===== config.mk =====
export PLATFORM = sky130hd
export DESIGN_NAME = lesf_cell
export DESIGN_NICKNAME = d
export VERILOG_FILES = /design/src/rtl/lesf_pkg.sv /design/src/rtl/lesf_cell.sv
export SDC_FILE = /design/constraint.sdc
export NUM_CORES = 1
export LEC_CHECK = 0
export ABC_AREA = 1
export BUFFER_PORTS_ARGS = -buffer_cell sky130_fd_sc_hd__clkbuf_2
export CAP_MARGIN = 20
export CORE_UTILIZATION = 40
export CTS_CLUSTER_DIAMETER = 200
export CTS_CLUSTER_SIZE = 10
export DETAILED_ROUTE_END_ITERATION = 16
export SYNTH_ARGS = -nofsm -noshare
export SYNTH_HDL_FRONTEND = slang
export SYNTH_SLANG_ARGS = --single-unit

===== constraint.sdc =====
create_clock -name clk -period 6.15 [get_ports clk]
set_input_delay 1.23 -clock clk [delete_from_list [all_inputs] [get_ports clk]]
set_output_delay 1.23 -clock clk [all_outputs]
set_load 0.01 [all_outputs]

===== src/rtl/lesf_pkg.sv =====
// ----------------------------------------------------------------------------
// lesf_pkg
// Shared widths, the reset constant and the per-cell control bundle of the
// largest empty square finder.
// ----------------------------------------------------------------------------
package lesf_pkg;

  // fixed field widths of the ports
  localparam int CHAR_W = 8;
  localparam int SIZE_W = 11;
  localparam int POS_W  = 10;

  // empty character after reset ('.')
  localparam logic [CHAR_W-1:0] EMPTY_RESET = 8'd46;

  // control bits of one cell, passed from the position stage to the update stage
  typedef struct packed {
    logic in_grid;   // cell lies inside the height and width bounds
    logic empty;     // cell matches the empty character
    logic up_ok;     // entry above was written by the previous row
    logic row_clr;   // row ends after this cell
    logic last;      // grid ends after this cell
  } lesf_ctl_t;

endpackage


===== src/rtl/lesf_cell.sv =====
// ----------------------------------------------------------------------------
// lesf_cell
// Update stage: evaluates the maximal-square recurrence for one cell, keeps
// the left and diagonal values and the best square, and holds the result
// register of the output channel.
// ----------------------------------------------------------------------------
module lesf_cell #(
  parameter int VW  = 11,
  parameter int AW  = 10,
  parameter int RAW = 10
) (
  input  logic                      clk,
  input  logic                      rst_n,
  input  logic                      load,
  input  lesf_pkg::lesf_ctl_t       ctl_in,
  input  logic [AW-1:0]             col_in,
  input  logic [RAW-1:0]            row_in,
  input  logic [VW-1:0]             up_data,
  output logic                      hold,
  output logic                      wr_en,
  output logic [AW-1:0]             wr_addr,
  output logic [VW-1:0]             wr_data,
  output logic                      out_valid,
  input  logic                      out_stall,
  output logic [lesf_pkg::SIZE_W-1:0] out_square_size,
  output logic [lesf_pkg::POS_W-1:0]  out_top_row,
  output logic [lesf_pkg::POS_W-1:0]  out_left_column
);

  import lesf_pkg::*;

  localparam int XW = VW + AW + RAW + SIZE_W + POS_W;

  logic            s1_valid_r;
  lesf_ctl_t       s1_ctl_r;
  logic [AW-1:0]   s1_col_r;
  logic [RAW-1:0]  s1_row_r;
  logic [VW-1:0]   left_r;
  logic [VW-1:0]   diag_r;
  logic [VW-1:0]   best_r;
  logic [RAW-1:0]  brow_r;
  logic [AW-1:0]   bcol_r;
  logic            ov_r;
  logic [VW-1:0]   osize_r;
  logic [RAW-1:0]  orow_r;
  logic [AW-1:0]   ocol_r;

  logic            fire;
  logic [VW-1:0]   up;
  logic [VW-1:0]   min_ul;
  logic [VW-1:0]   min_all;
  logic [VW-1:0]   v;
  logic            better;
  logic [VW-1:0]   bsize_fin;
  logic [RAW-1:0]  brow_fin;
  logic [AW-1:0]   bcol_fin;
  logic [XW-1:0]   size_ext;
  logic [XW-1:0]   top_full;
  logic [XW-1:0]   left_full;

  // stage stalls only when a finished grid meets a full, stalled result register
  assign hold = s1_valid_r && s1_ctl_r.last && ov_r && out_stall;
  assign fire = s1_valid_r && !hold;

  // recurrence: one plus the minimum of above, left and diagonal for an empty cell, else zero
  always_comb begin
    up      = s1_ctl_r.up_ok ? up_data : '0;
    min_ul  = (up < left_r) ? up : left_r;
    min_all = (min_ul < diag_r) ? min_ul : diag_r;
    v       = s1_ctl_r.empty ? min_all + VW'(1) : '0;
  end

  // best square, replaced on strict improvement only
  always_comb begin
    better    = s1_ctl_r.in_grid && (v > best_r);
    bsize_fin = better ? v : best_r;
    brow_fin  = better ? s1_row_r : brow_r;
    bcol_fin  = better ? s1_col_r : bcol_r;
  end

  // write back into the line store
  assign wr_en   = fire && s1_ctl_r.in_grid;
  assign wr_addr = s1_col_r;
  assign wr_data = v;

  // stage registers
  always_ff @(posedge clk) begin
    if (!rst_n) begin
      s1_valid_r <= 1'b0;
      s1_ctl_r   <= '0;
    end else if (!hold) begin
      s1_valid_r <= load;
      s1_ctl_r   <= ctl_in;
    end
  end

  always_ff @(posedge clk) begin
    if (load) begin
      s1_col_r <= col_in;
      s1_row_r <= row_in;
    end
  end

  // left, diagonal and best state
  always_ff @(posedge clk) begin
    if (!rst_n) begin
      left_r <= '0;
      diag_r <= '0;
      best_r <= '0;
      brow_r <= '0;
      bcol_r <= '0;
    end else if (fire) begin
      if (s1_ctl_r.row_clr) begin
        left_r <= '0;
        diag_r <= '0;
      end else if (s1_ctl_r.in_grid) begin
        left_r <= v;
        diag_r <= up;
      end
      if (s1_ctl_r.last) begin
        best_r <= '0;
        brow_r <= '0;
        bcol_r <= '0;
      end else begin
        best_r <= bsize_fin;
        brow_r <= brow_fin;
        bcol_r <= bcol_fin;
      end
    end
  end

  // result register
  always_ff @(posedge clk) begin
    if (!rst_n) begin
      ov_r <= 1'b0;
    end else if (fire && s1_ctl_r.last) begin
      ov_r <= 1'b1;
    end else if (!out_stall) begin
      ov_r <= 1'b0;
    end
  end

  always_ff @(posedge clk) begin
    if (fire && s1_ctl_r.last) begin
      osize_r <= bsize_fin;
      orow_r  <= brow_fin;
      ocol_r  <= bcol_fin;
    end
  end

  // top-left corner from the bottom-right corner and the side
  always_comb begin
    size_ext  = XW'(osize_r);
    top_full  = '0;
    left_full = '0;
    if (osize_r != '0) begin
      top_full  = XW'(orow_r) + XW'(1) - size_ext;
      left_full = XW'(ocol_r) + XW'(1) - size_ext;
    end
  end

  assign out_valid       = ov_r;
  assign out_square_size = size_ext[SIZE_W-1:0];
  assign out_top_row     = top_full[POS_W-1:0];
  assign out_left_column = left_full[POS_W-1:0];

endmodule

# After elaboration in Yosys (flattened, before gate mapping)
# Cells that the tools add are included.
# op_classes
reduce_logical	11
addsub	5
muxes	18
magnitude_cmp	3
eq_ne	1
# ops
op	count
11-bit two-way mux	10
10-bit two-way mux	6
11-bit less-than comparator	2
10-bit by 1-bit adder with 10-bit output, second input constant	2
10-bit subtractor	2
11-bit by 1-bit adder with 11-bit output, second input constant	1
11-bit greater-than comparator	1
11-bit nonzero test	1
1-bit logical AND	7
1-bit two-way mux	2
2-bit by 1-bit inequality test with 1-bit output, second input constant	1
2-bit AND reduction	1
2-bit nonzero test	1
1-bit logical NOT	1
# totals
word_cells	55
ff_bits	111
output_inout_bits	55
in_bits	40

# Logic depth before layout (Yosys ltp)
# logic_depth
ltp_word	11
mapped_depth	42
ltp_nobuf	38

# Worst setup path after synthesis
# OpenSTA, ideal clock, no wires.
# synth_path
path_kind	input port to flip-flop
startpoint	input up_data[10]
endpoint	register ocol_r[8], data pin
path_slack_ns	0.158
required_ns	5.895
n_path_buf	3
setup_time_ns	0.255
arrival_ns	5.738
path_stages	30
path_cell_list	nand2_1 > inv_1 > ha_1 > a21o_1 > nor2_1 > nand3_2 > buf_2 > o21ai_0 > ha_1 > a21oi_1 > o21ai_0 > a21oi_1 > nand2_2 > buf_6 > nand2_1 > nand2_2 > ha_1 > nand2_1 > nor2_1 > nor3_1 > ha_1 > a21o_1 > nand4_1 > nand2_1 > nand2_1 > nand3_2 > nand2_2 > buf_4 > nand2_1 > and2_1
# synth_between
elab_chain_len	10
# synth_rtl
item	line	source
from (decl)	lesf_cell.sv:18	input logic [VW-1:0] up_data,
11-bit two-way mux (*)	lesf_cell.sv:67	up = s1_ctl_r.up_ok ? up_data : '0;
11-bit less-than comparator	lesf_cell.sv:68	min_ul = (up < left_r) ? up : left_r;
11-bit two-way mux (*)	lesf_cell.sv:68	
11-bit less-than comparator	lesf_cell.sv:69	min_all = (min_ul < diag_r) ? min_ul : diag_r;
11-bit two-way mux (*)	lesf_cell.sv:69	
11-bit by 1-bit adder with 11-bit output (*)	lesf_cell.sv:70	v = s1_ctl_r.empty ? min_all + VW'(1) : '0;
11-bit two-way mux (*)	lesf_cell.sv:70	
via wr_data[4]	lesf_cell.sv:22	output logic [VW-1:0] wr_data,
11-bit greater-than comparator (*)	lesf_cell.sv:75	better = s1_ctl_r.in_grid && (v > best_r);
1-bit logical AND (*)	lesf_cell.sv:75	
10-bit two-way mux (*)	lesf_cell.sv:78	bcol_fin = better ? s1_col_r : bcol_r;
via bcol_fin[8]	lesf_cell.sv:56	logic [AW-1:0] bcol_fin;
to (signal assigned)	lesf_cell.sv:147	ocol_r <= bcol_fin;
to (decl)	lesf_cell.sv:46	logic [AW-1:0] ocol_r;
# Mark *: on every way through the listed nets, which the timed path passes. The rest lies on a longest branch.
# A chain may end at the register's enable or synchronous reset.

# Worst setup path in the final report
# layout_path
startpoint	input up_data[7]
endpoint	output wr_data[10]
# layout_between
elab_chain_len	7
# layout_rtl
item	line
11-bit two-way mux (*)	lesf_cell.sv:67
11-bit less-than comparator	lesf_cell.sv:68
11-bit two-way mux (*)	lesf_cell.sv:68
11-bit less-than comparator	lesf_cell.sv:69
11-bit two-way mux (*)	lesf_cell.sv:69
11-bit by 1-bit adder with 11-bit output (*)	lesf_cell.sv:70
11-bit two-way mux (*)	lesf_cell.sv:70
to (decl)	lesf_cell.sv:22
# Every way passes the cells marked *; elsewhere a longest branch is shown, timed or not.

==> results by group <==
Status
  – Status: completed

Synthesis
  – Ys async rst share: 0
  – Flops & latches, synth: 111
  – Synth warn: 0
  – Post-Synthesis Cells: 900
  – Yosys top cell area share: 0.223
  – Mapped Nets: 1005
  – Netlist cell types: 35
  – Syn Area/Cell: 7.64 um2
  – Primary FF master, synth: dfxtp_1
  – Top post-synthesis cells by area: edfxtp_1 (22%), dfxtp_1 (17%), ha_1 (11%)
  – Post-synth EDFFs: 51
  – Mapped cell area: 6870 um2
  – Sequential area share after synthesis: 0.398
  – Cell taking the most area after synthesis: edfxtp_1

Placed design
  – Global placer's final weighted congestion: 0.846
  – Port Buffers: 94
  – Setup WS pre-CTS: -0.154 ns
  – Detail Placement HPWL: 12600 um

STA
  – Final period util: 0.966
  – Slew Limit Fails: 0
  – FMAX: 168 MHz
  – Final Hold Violating Endpoints: 0
  – Worst slew margin: 0.402
  – Slew @ Worst Pin: 0.897 ns
  – Final worst slack: 0.207 ns
  – Crit path time final: 5.94 ns
  – Setup Skew: 0.00992 ns
  – Final-report setup violation count: 0

Final layout
  – Commonest non-fill, non-tap cells in the layout: nand2_1 (190), inv_1 (150), clkbuf_2 (94)
  – Share of cells above drive strength 1: 0.203
  – FILL cells: 1678
  – Multi-input gate area in the final layout: 3570 um2
  – Nets: 1118
  – Area grow syn2layout: 20.5%
  – Commonest non-fill, non-tap cell in the layout: nand2_1
  – Inserted Diodes: 0
  – Register area: 2730 um2

Setup path
  – Worst EP arrival: 4.71 ns
  – Top delay family on crit path: simple AND/OR/NAND/NOR gates
  – Critical Path Start Type: input port
  – Worst Path Buf+Inv: 6
  – Crit-path max cell delay: 0.33 ns
  – Cell with the most instances on the worst path: nand2_1
  – Slowest-stage cell, CP: ha_1
  – Endpoint type of the worst setup path: primary output
  – Worst-path fanout max: 8
  – Crit Path Class: in2out
  – CP Data Required Time: 4.92 ns

Route
  – Drt first pass iters: 5
  – Post-Route WL: 16600 um
  – Via count: 5901
  – Residual DRC: 0
  – Vias per cell: 4.77
  – Routed len/inst: 13.4 um
  – Post-DRT Antenna Nets: 0
  – Iteration-0 DRC count of the detailed router: 301

Pwr
  – Net switching power: 495 uW
  – Total Power: 1790 uW
  – Lkg Pwr: 0.00391 uW
  – Reg power frac: 0.457
  – Switching Fraction: 0.277
  – PwrDens: 216 nW/um2
  – Internal power: 1290 uW
  – Clock power frac: 0.356
  – Max VDD drop: 0.000169 V
  – Comb power frac: 0.187

Clocking
  – Clock sinks: 111
  – H-tree levels: 3
  – Cts bufs inserted: 9
  – CTS tree: yes
  – Longest Clk Path Bufs: 2
  – Root Buffer: clkbuf_16
  – Clock latency on the worst-skew pair: 0.35 ns
  – CTS Hold Bufs: 0
  – Reg clk slew, reported paths: 0.07 ns

Floorplanning
  – I/O pin count: 95
  – DIE AREA: 17700 um2
  – Num rows: 47
  – Die H: 133 um
  – Core Box Area: 16700 um2
  – Initial Util: 0.412
  – Die width: 133 um

Global routing
  – Overall Global Routing Usage: 0.192
  – Vias in the first global route: 5395
  – Pin count of the biggest net entering global routing: 34
  – Antenna violations before repair: 0
  – Grt total ovfl: 0
  – First-pass GRT wire length: 27000 um

Job
  – Max Cap Viol: 0

Hold path
  – Worst hold path type: reg2reg
-- cell families (layout without fill, tap and decap cells) --
| logic type | Yosys count | in the layout | synth area share |
|---|---|---|---|
| flops | 111 | 111 | 0.398 |
| fa+ha+maj | 65 | 65 | 0.120 |
| simple gates | 421 | 423 | 0.280 |
| compound gates | 110 | 110 | 0.0846 |
| xor+xnor | 6 | 6 | 0.00764 |
| buf+inv | 187 | 303 | 0.110 |
-- layout make-up --
class / instances / area share
well taps: 220 / 0.0332
flip-flops and latches: 111 / 0.330
inverters: 155 / 0.0703
clock buffers: 9 / 0.0272
repair buffers: 132 / 0.0962
clock inverters: 7 / 0.0122
multi-input cells: 604 / 0.431
-- metal layers --
layer / vias to the layer above / global-route usage / part of all wire
met3: 11 / 0.0228 / 0.036
li1: 3124 / - / -
met5: - / 0 / 0
met2: 117 / 0.297 / 0.44
met1: 2649 / 0.280 / 0.51
met4: 0 / 0.0549 / 0.011
-- metrics by stage --
stage          instance area, um2  instances  TNS, ns  utilization  hold slack, ns
6_report                     8280       1238        0        0.496           0.464
5_1_grt                      8280       1238  -0.0844        0.496           0.489
4_1_cts                      8110       1234        0        0.485           0.466
3_5_place_dp                 7770       1218    -2.65        0.465           0.455
3_3_place_gp                 7770       1218   -0.959        0.465           0.450
2_1_floorplan                6870        900        0            -           0.441
-- worst reg2reg max path, delay by kind of cell, from the launching register on --
kind	cells	cell delay [ns]
DFF	1	0.62
AOI/OAI and AO/OA	2	0.24
adders and majority gates	4	1.07
and+or+nand+nor	24	2.62
buffers and inverters	5	0.74
-- synthesized netlist by cell type, types with 10 or more instances --
library cell	instances
a21oi_1	76
and2_1	32
clkbuf_1	18
dfxtp_1	60
edfxtp_1	51
ha_1	63
inv_1	153
nand2_1	201
nand2_2	10
nand3_1	79
nor2_1	60
nor3_1	10
o21ai_0	19
-- power groups by stage --
stage / Combinational (uW) / Clock [uW] / Sequential (uW)
floorplan: 213 / 0 / 831
global placement: 310 / 0 / 833
detailed placement: 313 / 0 / 834
CTS: 316 / 656 / 817
global route: 379 / 680 / 820
finish: 335 / 637 / 816
-- sequential cells by signal, indices dropped and copies added (netlist names) --
name / flops
left_r: 11
diag_r: 11
s1_valid_r: 1
out_valid: 1
s1_ctl_r: 5
wr_addr: 10
best_r: 11
orow_r: 10
bcol_r: 10
brow_r: 10
out_square_size: 11
s1_row_r: 10
ocol_r: 10
-- worst paths after layout --
path         slack [ns]   startpoint          end  depth (start not counted)
min                0.46    best_r[2]    best_r[2]                          2
max                0.21   up_data[7]  wr_data[10]                         29
max reg2reg        0.60  s1_ctl_r[2]    ocol_r[0]                         35
min reg2reg        0.46    best_r[2]    best_r[2]                          2
-- timing repair --
item,4_1_cts,5_1_grt
setup buffers,0,2
hold endpoints to repair,0,0
resized for setup,3,48
pin swaps,0,9
setup endpoints to repair,1,67
gates cloned,0,2
(Power assumes the default switching activity.)
